$ cat src/rtl/fit_policy_block_allocator_unit_defines.svh
// Assertion macros for the fit policy block allocator.
// Pulled in by the RTL files that carry concurrent checks; no other dependencies.
`ifndef FIT_POLICY_BLOCK_ALLOCATOR_UNIT_DEFINES_SVH
`define FIT_POLICY_BLOCK_ALLOCATOR_UNIT_DEFINES_SVH

// same-cycle implication, reset masks the check
`define FPBA_ASSERT_NOW(label, clk, rstn, ante, cons) \
    label: assert property (@(posedge clk) disable iff (!rstn) (ante) |-> (cons)) \
        else $error("fpba: same-cycle check failed");

// next-cycle implication, reset masks the check
`define FPBA_ASSERT_NEXT(label, clk, rstn, ante, cons) \
    label: assert property (@(posedge clk) disable iff (!rstn) (ante) |=> (cons)) \
        else $error("fpba: next-cycle check failed");

`endif

$ cat src/rtl/fpba_pkg.sv
// Shared types and constants for the fit policy block allocator.
// No dependencies; imported by fpba_cell and the top level.
`timescale 1ns / 1ps

package fpba_pkg;

    // default table geometry
    localparam int NUM_BLOCKS_DEF = 16;
    localparam int SIZE_BITS_DEF  = 16;

    // fixed field widths
    localparam int CMD_W  = 2;
    localparam int SLOT_W = 4;
    localparam int AMT_W  = 16;
    localparam int CNT_W  = 5;

    // command codes
    typedef enum logic [CMD_W-1:0] {
        CMD_LOAD  = 2'd0,
        CMD_FIRST = 2'd1,
        CMD_BEST  = 2'd2,
        CMD_WORST = 2'd3
    } cmd_t;

    // request held steady for the whole scan
    typedef struct packed {
        cmd_t             cmd;
        logic [AMT_W-1:0] amt;
    } scan_ctl_t;

endpackage

$ cat src/rtl/fpba_cell.sv
// One allocator cell: holds a block's remaining size and updates the passing search word.
// Depends on fpba_pkg.
`timescale 1ns / 1ps

module fpba_cell #(
    parameter int NUM_BLOCKS = 16,
    parameter int SIZE_BITS  = 16,
    parameter int IDX        = 0,
    parameter int IDX_W      = (NUM_BLOCKS > 1) ? $clog2(NUM_BLOCKS) : 1
) (
    input  logic                          aclk,
    input  logic                          aresetn,
    input  logic [fpba_pkg::CNT_W-1:0]    blk_count,
    input  fpba_pkg::scan_ctl_t           ctl,
    input  logic                          in_found,
    input  logic [IDX_W-1:0]              in_idx,
    input  logic [SIZE_BITS-1:0]          in_size,
    output logic                          out_found,
    output logic [IDX_W-1:0]              out_idx,
    output logic [SIZE_BITS-1:0]          out_size,
    input  logic                          wr_en,
    input  logic [IDX_W-1:0]              wr_idx,
    input  logic [SIZE_BITS-1:0]          wr_data
);
    import fpba_pkg::*;

    localparam int CW = (SIZE_BITS > AMT_W) ? SIZE_BITS : AMT_W;

    logic [SIZE_BITS-1:0] size_reg;
    logic                 found_reg;
    logic [IDX_W-1:0]     idx_reg;
    logic [SIZE_BITS-1:0] best_reg;
    logic                 active;
    logic                 fits;
    logic                 take;

    // only blocks below the programmed count take part
    assign active = (32'(blk_count) > IDX);
    assign fits   = (CW'(size_reg) >= CW'(ctl.amt));

    // policy decision against the incoming candidate; strict compares keep ties low
    always_comb begin
        case (ctl.cmd)
            CMD_FIRST: take = active && fits && !in_found;
            CMD_BEST:  take = active && fits && (!in_found || size_reg < in_size);
            CMD_WORST: take = active && (!in_found || size_reg > in_size);
            default:   take = 1'b0;
        endcase
    end

    // search word moves one cell per clock
    always_ff @(posedge aclk) begin
        if (!aresetn) begin
            found_reg <= 1'b0;
        end else begin
            found_reg <= in_found || take;
        end
    end

    always_ff @(posedge aclk) begin
        idx_reg  <= take ? IDX_W'(IDX) : in_idx;
        best_reg <= take ? size_reg : in_size;
    end

    // block size store, written by load or by grant write-back
    always_ff @(posedge aclk) begin
        if (!aresetn) begin
            size_reg <= '0;
        end else if (wr_en && wr_idx == IDX_W'(IDX)) begin
            size_reg <= wr_data;
        end
    end

    assign out_found = found_reg;
    assign out_idx   = idx_reg;
    assign out_size  = best_reg;

endmodule

$ cat src/rtl/fit_policy_block_allocator_unit.sv
// Fit policy block allocator, top level: controller, result register and the cell chain.
// Depends on fpba_pkg, fpba_cell and fit_policy_block_allocator_unit_defines.svh.
//
// Usage:
//  - Input channel s_*: one word carries command, block_slot and amount. A load
//    command writes one block's size; first, best and worst fit commands search
//    the blocks below block_count and shrink the chosen one by the request.
//  - Result channel m_*: one word per input word, granted, chosen_block and
//    left_over, held in an output register until taken.
//  - Config channel cfg_*: writes block_count; always ready. Write it while idle.
//  - Sequence: a load is answered in the cycle after acceptance. An allocation
//    walks the search word along the chain one cell per clock, then the finish
//    state writes the chosen block back and loads the result.
//  - Throughput: a new allocation is taken only once the last one has finished;
//    loads go at one per cycle while idle and while the result side keeps up.
//  - Reset: all block sizes and block_count clear to zero, no result pending.
//  - Stall: a waiting result does not stop a new allocation from starting; the
//    write-back waits until the output register is free, and loads wait likewise.
`timescale 1ns / 1ps

`include "fit_policy_block_allocator_unit_defines.svh"

module fit_policy_block_allocator_unit #(
    parameter int NUM_BLOCKS = fpba_pkg::NUM_BLOCKS_DEF,
    parameter int SIZE_BITS  = fpba_pkg::SIZE_BITS_DEF
) (
    input  logic                          aclk,
    input  logic                          aresetn,
    // configuration
    input  logic                          cfg_valid,
    output logic                          cfg_ready,
    input  logic [fpba_pkg::CNT_W-1:0]    cfg_data,
    // request words
    input  logic                          s_valid,
    output logic                          s_ready,
    input  logic [fpba_pkg::CMD_W-1:0]    s_command,
    input  logic [fpba_pkg::SLOT_W-1:0]   s_block_slot,
    input  logic [fpba_pkg::AMT_W-1:0]    s_amount,
    // result words
    output logic                          m_valid,
    input  logic                          m_ready,
    output logic                          m_granted,
    output logic [fpba_pkg::SLOT_W-1:0]   m_chosen_block,
    output logic [fpba_pkg::AMT_W-1:0]    m_left_over
);
    import fpba_pkg::*;

    localparam int IDX_W = (NUM_BLOCKS > 1) ? $clog2(NUM_BLOCKS) : 1;
    localparam int CW    = (SIZE_BITS > AMT_W) ? SIZE_BITS : AMT_W;

    typedef enum logic [2:0] {
        ST_IDLE   = 3'b001,
        ST_SCAN   = 3'b010,
        ST_FINISH = 3'b100
    } state_t;

    state_t               state_reg, state_next;
    logic [IDX_W-1:0]     scan_cnt_reg, scan_cnt_next;
    logic [CNT_W-1:0]     blk_count_reg;
    scan_ctl_t            ctl_reg;

    logic                 m_valid_reg;
    logic                 m_granted_reg;
    logic [SLOT_W-1:0]    m_chosen_reg;
    logic [AMT_W-1:0]     m_left_reg;

    logic                 out_free;
    logic                 load_fire;
    logic                 alloc_fire;
    logic                 finish_fire;
    logic                 slot_ok;
    logic                 sat;
    logic [SIZE_BITS-1:0] load_val;
    logic                 grant;
    logic [SIZE_BITS-1:0] new_size;

    logic                 wr_en;
    logic [IDX_W-1:0]     wr_idx;
    logic [SIZE_BITS-1:0] wr_data;

    // search word taps between the cells
    logic                 chain_found [0:NUM_BLOCKS];
    logic [IDX_W-1:0]     chain_idx   [0:NUM_BLOCKS];
    logic [SIZE_BITS-1:0] chain_size  [0:NUM_BLOCKS];

    // handshakes
    assign cfg_ready   = 1'b1;
    assign out_free    = !m_valid_reg || m_ready;
    assign s_ready     = (state_reg == ST_IDLE) && (cmd_t'(s_command) != CMD_LOAD || out_free);
    assign load_fire   = s_valid && s_ready && cmd_t'(s_command) == CMD_LOAD;
    assign alloc_fire  = s_valid && s_ready && cmd_t'(s_command) != CMD_LOAD;
    assign finish_fire = (state_reg == ST_FINISH) && out_free;

    // load value, saturated to the block width
    assign slot_ok  = (32'(s_block_slot) < NUM_BLOCKS);
    assign sat      = (CW'(s_amount) > CW'({SIZE_BITS{1'b1}}));
    assign load_val = sat ? {SIZE_BITS{1'b1}} : SIZE_BITS'(s_amount);

    // end of chain: a found candidate still has to fit (worst fit case)
    assign grant    = chain_found[NUM_BLOCKS] &&
                      (CW'(chain_size[NUM_BLOCKS]) >= CW'(ctl_reg.amt));
    assign new_size = chain_size[NUM_BLOCKS] - SIZE_BITS'(ctl_reg.amt);

    // single write port into the cells
    always_comb begin
        if (load_fire) begin
            wr_en   = slot_ok;
            wr_idx  = IDX_W'(s_block_slot);
            wr_data = load_val;
        end else begin
            wr_en   = finish_fire && grant;
            wr_idx  = chain_idx[NUM_BLOCKS];
            wr_data = new_size;
        end
    end

    // sequencer
    always_comb begin
        state_next    = state_reg;
        scan_cnt_next = scan_cnt_reg;
        case (state_reg)
            ST_IDLE: begin
                scan_cnt_next = '0;
                if (alloc_fire) begin
                    state_next = ST_SCAN;
                end
            end
            ST_SCAN: begin
                scan_cnt_next = scan_cnt_reg + 1'b1;
                if (scan_cnt_reg == IDX_W'(NUM_BLOCKS - 1)) begin
                    state_next = ST_FINISH;
                end
            end
            ST_FINISH: begin
                if (out_free) begin
                    state_next = ST_IDLE;
                end
            end
            default: begin
                state_next = ST_IDLE;
            end
        endcase
    end

    always_ff @(posedge aclk) begin
        if (!aresetn) begin
            state_reg     <= ST_IDLE;
            scan_cnt_reg  <= '0;
            blk_count_reg <= '0;
            m_valid_reg   <= 1'b0;
        end else begin
            state_reg    <= state_next;
            scan_cnt_reg <= scan_cnt_next;
            if (cfg_valid && cfg_ready) begin
                blk_count_reg <= cfg_data;
            end
            if (load_fire || finish_fire) begin
                m_valid_reg <= 1'b1;
            end else if (m_ready) begin
                m_valid_reg <= 1'b0;
            end
        end
    end

    // request and result payload
    always_ff @(posedge aclk) begin
        if (alloc_fire) begin
            ctl_reg.cmd <= cmd_t'(s_command);
            ctl_reg.amt <= s_amount;
        end
        if (load_fire) begin
            m_granted_reg <= 1'b0;
            m_chosen_reg  <= s_block_slot;
            m_left_reg    <= slot_ok ? AMT_W'(load_val) : '0;
        end else if (finish_fire) begin
            m_granted_reg <= grant;
            m_chosen_reg  <= grant ? SLOT_W'(chain_idx[NUM_BLOCKS]) : '0;
            m_left_reg    <= grant ? AMT_W'(new_size) : '0;
        end
    end

    assign m_valid        = m_valid_reg;
    assign m_granted      = m_granted_reg;
    assign m_chosen_block = m_chosen_reg;
    assign m_left_over    = m_left_reg;

    // cell chain, fed with an empty candidate
    assign chain_found[0] = 1'b0;
    assign chain_idx[0]   = '0;
    assign chain_size[0]  = '0;

    for (genvar i = 0; i < NUM_BLOCKS; i++) begin : g_cell
        fpba_cell #(
            .NUM_BLOCKS (NUM_BLOCKS),
            .SIZE_BITS  (SIZE_BITS),
            .IDX        (i),
            .IDX_W      (IDX_W)
        ) u_cell (
            .aclk      (aclk),
            .aresetn   (aresetn),
            .blk_count (blk_count_reg),
            .ctl       (ctl_reg),
            .in_found  (chain_found[i]),
            .in_idx    (chain_idx[i]),
            .in_size   (chain_size[i]),
            .out_found (chain_found[i+1]),
            .out_idx   (chain_idx[i+1]),
            .out_size  (chain_size[i+1]),
            .wr_en     (wr_en),
            .wr_idx    (wr_idx),
            .wr_data   (wr_data)
        );
    end

    // checks
    `FPBA_ASSERT_NEXT(a_alloc_starts_scan, aclk, aresetn, alloc_fire, state_reg == ST_SCAN)
    `FPBA_ASSERT_NOW(a_busy_not_ready, aclk, aresetn, state_reg != ST_IDLE, !s_ready)
    `FPBA_ASSERT_NEXT(a_finish_posts_result, aclk, aresetn, finish_fire, m_valid_reg && state_reg == ST_IDLE)

endmodule
$ cat config.mk
export PLATFORM = sky130hd
export DESIGN_NAME = fit_policy_block_allocator_unit
export DESIGN_NICKNAME = d
export VERILOG_FILES = /design/src/rtl/fpba_pkg.sv /design/src/rtl/fpba_cell.sv /design/src/rtl/fit_policy_block_allocator_unit.sv
export VERILOG_INCLUDE_DIRS = /design/src /design/src/rtl
export SDC_FILE = /design/constraint.sdc
export NUM_CORES = 2
export LEC_CHECK = 0
export ABC_AREA = 1
export BUFFER_PORTS_ARGS = -buffer_cell sky130_fd_sc_hd__buf_2
export CORE_MARGIN = 8
export CORE_UTILIZATION = 50
export DETAILED_ROUTE_END_ITERATION = 8
export PLACE_DENSITY = 0.78
export SLEW_MARGIN = 10
export SYNTH_ARGS = -nofsm -noshare
export SYNTH_HDL_FRONTEND = slang
export SYNTH_SLANG_ARGS = --single-unit
$ cat constraint.sdc
create_clock -name aclk -period 3.3 [get_ports aclk]
set_clock_uncertainty 0.1 [all_clocks]
set_input_delay 0 -clock aclk [delete_from_list [all_inputs] [get_ports aclk]]
set_output_delay 0 -clock aclk [all_outputs]
set_load 0.05 [all_outputs]
# Yosys cells after proc, flatten, opt, wreduce, memory -nomap -nowiden
# Cells that the tools add are included.
[word_totals]
reg_bits = 629
latch_bits = 0
ramBits = 0
romBits = 0
inputBits = 32
output_inout_bits = 24
word_cells = 367
mem_count = 0
[classes]
addsub = 2
multipliers = 0
n_div = 0
order_cmp = 64
n_eq_ne = 25
shift = 0
muxes = 48
bitwise_logic = 0
n_reduce_logical = 156
[op_table]
columns = ["cell", "count"]
rows = [
  ["16-bit 2-to-1 mux", 20],
  ["16-bit greater-or-equal comparator", 17],
  ["16-bit greater-than comparator", 15],
  ["16-bit < comparator", 15],
  ["1-bit logical AND", 84],
  ["1-bit logical OR", 48],
  ["1-bit case mux with 3 select lines", 15],
  ["5-bit by 4-bit greater-than comparator with 1-bit output (second input constant)", 8],
  ["4-bit equality test (second input constant)", 9],
  ["5-bit by 3-bit greater-than comparator with 1-bit output (second input constant)", 4],
  ["4-bit by 3-bit equality test with 1-bit output (second input constant)", 4],
  ["16-bit greater-than comparator (second input constant)", 1],
  ["1-bit logical NOT", 16],
  ["4-bit 2-to-1 mux", 4],
  ["16-bit subtractor", 1],
  ["5-bit by 1-bit greater-than comparator with 1-bit output (second input constant)", 2],
  ["5-bit by 2-bit greater-than comparator with 1-bit output (second input constant)", 2],
  ["3-bit 2-to-1 mux", 3],
  ["3-bit case mux with 3 select lines", 1],
  ["4-bit by 2-bit equality test with 1-bit output (second input constant)", 2],
  ["4-bit case mux with 2 select lines", 1],
  ["2-bit nonzero test", 4],
  ["2-bit inequality test (second input constant)", 3],
  ["4-bit by 1-bit adder with 4-bit output (second input constant)", 1],
  ["other kinds (12)", 15],
]

# Depth between registers and ports, before layout
[logic_depth]
ltp_word = 9
mapped_depth = 19
mapped_depth_nobuf = 18

# Modules after synthesis
# Synthesis repeated with hierarchy kept, for this count alone.
[unflattened]
cells_unflattened = 5447
hier_area_um2 = 39240.1
[modules_own_cells]
columns = ["mod", "instances", "cells_per_inst", "area_per_inst_um2", "seq_area_each_um2"]
rows = [
  ["fpba_cell at g_cell[10].u_cell ...", 2, 316, 2252.2, 740.7],
  ["fit_policy_block_allocator_unit", 1, 441, 3428.3, 1421.4],
  ["fpba_cell at g_cell[6].u_cell", 1, 316, 2253.4, 740.7],
  ["fpba_cell at g_cell[9].u_cell", 1, 318, 2252.2, 740.7],
  ["fpba_cell at g_cell[0].u_cell", 1, 311, 2250.9, 740.7],
  ["fpba_cell at g_cell[3].u_cell", 1, 313, 2240.9, 740.7],
  ["fpba_cell at g_cell[12].u_cell", 1, 312, 2239.6, 740.7],
  ["fpba_cell at g_cell[11].u_cell", 1, 312, 2235.9, 740.7],
  ["fpba_cell at g_cell[8].u_cell", 1, 314, 2233.4, 740.7],
  ["fpba_cell at g_cell[2].u_cell", 1, 315, 2230.9, 740.7],
  ["fpba_cell at g_cell[4].u_cell", 1, 314, 2230.9, 740.7],
  ["fpba_cell at g_cell[14].u_cell", 1, 309, 2229.6, 740.7],
  ["fpba_cell at g_cell[15].u_cell", 1, 310, 2229.6, 740.7],
  ["fpba_cell at g_cell[1].u_cell", 1, 314, 2229.6, 740.7],
  ["+2 rows", "--", "--", "--", "--"],
]

# Least setup slack after synthesis
# No wires, ideal clock.
[synth_path]
kind = "register -> register"
start = "register ctl_reg[0] (netlist name)"
end = "register g_cell[15].u_cell.size_reg[8]"
setup_time_ns = 0.115
t_arrival_ns = 2.625
required_time_ns = 3.085
setup_slack_ns = 0.460
stages_incl_launch_ff = 16
n_path_buf = 1
synth_period_minus_slack_ns = 2.840
cell_sequence = "edfxtp_1 > ha_1 > inv_1 > fa_1 > nand3_1 > nand2_1 > nand2_1 > nand2_1 > or2_2 > nand3_1 > nand2_1 > inv_1 > clkbuf_1 > nand3_1 > nand2_1 > nor2_1"
[synth_via]
elab_chain_cells = 5
elab_cells_between_ends = 7
cone_classes = "add/sub (1); order compare (1); mux (2); reduce/logical (3)"
[synth_lines]
columns = ["element", "line", "rtl"]
rows = [
  ["start, declared", "fit_policy_block_allocator_unit.sv:60", "scan_ctl_t ctl_reg;"],
  ["16-bit greater-or-equal comparator", "fit_policy_block_allocator_unit.sv:101", "(CW'(chain_size[NUM_BLOCKS]) >= CW'(ctl_reg.amt));"],
  ["1-bit logical AND", "fit_policy_block_allocator_unit.sv:100", "assign grant = chain_found[NUM_BLOCKS] &&"],
  ["1-bit logical AND", "fit_policy_block_allocator_unit.sv:111", "wr_en = finish_fire && grant;"],
  ["1-bit 2-to-1 mux", "fit_policy_block_allocator_unit.sv:106", "if (load_fire) begin"],
  ["1-bit logical AND", "fpba_cell.sv:69", "end else if (wr_en && wr_idx == IDX_W'(IDX)) begin"],
  ["end signal, assigned", "fpba_cell.sv:70", "size_reg <= wr_data;"],
  ["end, declared", "fpba_cell.sv:29", "logic [SIZE_BITS-1:0] size_reg;"],
]
# Parallel ways exist; a longest one is shown, timed or not.
# A chain may end at the register's enable or synchronous reset.

# Worst setup path in the final report
[layout_path]
start = "register ctl_reg[9] (netlist name)"
end = "register g_cell[2].u_cell.idx_reg[0]"
[layout_via]
elab_chain_cells = 4
elab_cells_between_ends = 5
cone_classes = "order compare (1); mux (1); reduce/logical (3)"
[layout_lines]
columns = ["element", "line", "rtl"]
rows = [
  ["16-bit greater-or-equal comparator *", "fpba_cell.sv:39", "assign fits = (CW'(size_reg) >= CW'(ctl.amt));"],
  ["1-bit logical AND *", "fpba_cell.sv:44, fpba_cell.sv:45", ""],
  ["1-bit logical AND, on equally long branches", "fpba_cell.sv:45, fpba_cell.sv:44", ""],
  ["1-bit case mux with 3 select lines *", "fpba_cell.sv:43", "case (ctl.cmd)"],
  ["via g_cell[2].u_cell.take", "fpba_cell.sv:35", "logic take;"],
  ["end signal, assigned", "fpba_cell.sv:61", "idx_reg <= take ? IDX_W'(IDX) : in_idx;"],
  ["end, declared", "fpba_cell.sv:31", "logic [IDX_W-1:0] idx_reg;"],
]
# The timed path passes the listed nets; every way through them passes the cells marked *.

==> impl_metrics.yaml <==
synthesis:
  syn_area_mm2: 0.0369
  synth-seq-cells: 629
  avgSynthCellArea_um2: 7.04
  synthCells: 5233
  synth_top_cell_by_area: "dfxtp_1"
  ys_types: 44
  yosys-top-cells-area: "dfxtp_1 32%, ha_1 18%, nand2_1 15%, inv_1 6.4%, nand3_1 6.2%"
  async_reset_ff_share_pct: 0
  yosysTopAreaCellShare_pct: 32.1
  ys_seq_area_share_pct: 35.2
  synth_ff_type: "dfxtp_1"
  synth-warning-count: 0
  synth_nets: 5782
  synth-edff-count: 38
layout:
  syn_to_final_growth_pct: 11.2
  finalNetCount: 5859
  layout-drive-gt1-share_pct: 6.10
  nFillCells: 6583
  regArea_mm2: 0.0130
  antenna_cells_inserted: 0
  multi_input_area_mm2: 0.0206
sta:
  hold_viol: 0
  rsz0062_at_grt: "no"
  worst_pin_slew_ns: 0.953
  fin_setup_tns_ns: 0
  final-max-slew-violation-count: 0
  fin_crit_sh_pct: 93.1
  slew_headroom_pct: 36.5
  setup_viol: 0
  fmax_mhz: 326
  period_needed_ns: 3.07
  fin_worst_hold_slack_ns: 0.0162
routing:
  num_vias: 34243
  top_layer: "met4"
  wl_per_cell_um: 17.5
  met3RoutedLength_um: 10500
  wl_met2_um: 48000
  ant_nets: 0
  wirelength_um: 111000
  post-route-drc-count: 0
  wl_met1_um: 45400
  drt-initial-drc-count: 3343
  drt_pre_antenna_iters: 6
  via_per_inst: 5.42
global_routing:
  grt_pass1_vias: 31793
  grt_pass1_wl_um: 172000
  track_usage_pct: 26.1
  antenna_found_initial: 4
  grt_start_max_net_pins: 149
  grt-ovfl-total: 0
power_and_ir_drop:
  power.leakage_uw: 0.0205
  power_uw: 18900
  p_per_area_mw_per_mm2: 462
  vdd.ir_drop.worst_mv: 0.386
die:
  dieHeight_um: 287
  die_w_um: 287
  rows: 99
  die-area_mm2: 0.0826
  start_util_pct: 50.5
  io_pins: 56
  core_area_mm2: 0.0730
outcome:
  status: "completed"
clock_tree:
  cts-htree-levels: 3
  tritoncts: "yes"
  worstSkewPairLatency_ns: 0.62
  cts_max_path_buffers: 3
  cts_setup_buffers: 0
  root_buffer: "clkbuf_16"
  clk_pin_slew_ns: 0.06
  cts_made_buffers: 67
  cts.sinks: 629
worst_hold_path:
  worstHoldPathType: "in -> reg"
setup_path:
  cp.required_ns: 3.75
  crit_type: "reg -> reg"
  crit_path_start_kind: "flip-flop"
  cp.arrival_ns: 3.52
  critPathMaxFanout: 18
  cp-end-kind: "flip-flop"
placement:
  port_buffers: 54
  hpwl_um: 75400
  gp_congestion: 0.956
job:
  maxCapViolCount: 0
[repair_timing]
item | CTS | global route
hold endpoints to repair | 125 | 0
resized for setup | 0 | 1
endpoints found under the setup margin | 0 | 4
hold buffers | 34 | 0
[routing by layer]
| metal | vias to the layer above | global-route usage, % |
|---|---|---|
| li1 | 16958 | - |
| met3 | 402 | 4.54 |
| met2 | 1449 | 41.1 |
| met1 | 15434 | 33.8 |
| met5 | - | 0 |
| met4 | 0 | 14.0 |
[cell usage after synthesis (10+ instances only)]
cell type and number:
clkbuf_1 80, o21bai_1 28, inv_1 629, nand4_1 44
nor2_4 10, nand3_1 458, ha_1 516, nor2_2 11
nor2_1 555, o21ai_0 122, nor3_1 24, edfxtp_1 38
nand2_2 20, nand2_1 1495, buf_2 70, buf_4 17
dfxtp_1 591, a21oi_1 442, buf_1 24
[layout by cell type (no fill, tap or decap), types with 3 or more instances in the layout]
master,synthesis,final
nand4_1,44,44
nand2_2,20,20
buf_12,0,10
and2_1,4,4
buf_2,70,53
a21oi_2,3,3
nand3_1,458,458
a21boi_0,6,6
dfxtp_1,591,591
a21o_1,8,8
a21oi_1,442,442
ha_1,516,516
nand2_1,1495,1494
inv_1,629,628
clkbuf_16,0,71
or2_2,4,4
clkinv_2,0,12
dlygate4sd3_1,0,34
clkbuf_1,80,14
nor2_1,555,555
nor2_4,10,10
o21ai_0,122,122
buf_4,17,102
clkbuf_8,0,15
o21a_1,3,3
inv_6,0,4
nor3_1,24,24
edfxtp_1,38,38
o21bai_1,28,28
nand2_4,3,4
clkinv_1,6,8
nor2_2,11,11
[power by group]
group | switching, uW | internal (uW)
Clock | 3200 | 4290
Combinational | 2380 | 933
Sequential | 171 | 7940
Total | 5750 | 13200
[area by class of cell]
| class | instances | area share (%) |
|---|---|---|
| Clock buffer | 98 | 4.87 |
| Clock inverter | 21 | 0.397 |
| Inverter | 635 | 5.83 |
| Multi-Input combinational cell | 3775 | 50.3 |
| Sequential cell | 629 | 31.7 |
| Tap cell | 959 | 2.93 |
| Timing Repair Buffer | 202 | 4.00 |
[critical path: stages (launching register included)]
cell,delay [ns]
edfxtp_1,0.36
inv_1,0.09
buf_4,0.43
ha_1,0.34
nand2_1,0.09
inv_1,0.04
o21bai_1,0.17
a21oi_1,0.10
nor2_1,0.25
a21oi_1,0.12
nand2_1,0.07
nand2_1,0.06
nand2_1,0.50
inv_1,0.13
nor2_1,0.13
[logic make-up (layout without fill, tap and decap cells)]
family	count (synthesis)	after routing	share of synthesized area (%)
AOI/OAI and AO/OA	621	621	8.85
and+or+nand+nor	2633	2633	29.4
xor gates and xnor gates	3	3	0.0713
buffers and inverters	829	956	8.90
adders and majority gates	517	517	17.6
DFF	629	629	35.2
other	1	1	0.0102
[stage by stage]
step                setup WS [ns]  instances  utilization (%)  cell area (um2)
global route              0.00769       6319             56.2            41000
global placement            0.394       6165             52.7            38400
finish                      0.229       6319             56.2            41000
floorplan                   0.460       5233                -            36900
detailed placement          0.323       6165             52.7            38400
CTS                         0.279       6318             56.1            40900
[final timing paths]
kind | endpoint | cells after the start | slack [ns] | startpoint
setup / recovery | g_cell[2].u_cell.out_idx[0] | 14 | 0.23 | ctl_reg[9]
hold / removal | m_chosen_block[2] | 5 | 0.02 | s_block_slot[2]
hold reg to reg | g_cell[13].u_cell.out_idx[2] | 2 | 0.30 | g_cell[12].u_cell.out_idx[2]
setup reg to reg | g_cell[2].u_cell.out_idx[0] | 14 | 0.23 | ctl_reg[9]
Power figures use the tool's default switching activity.
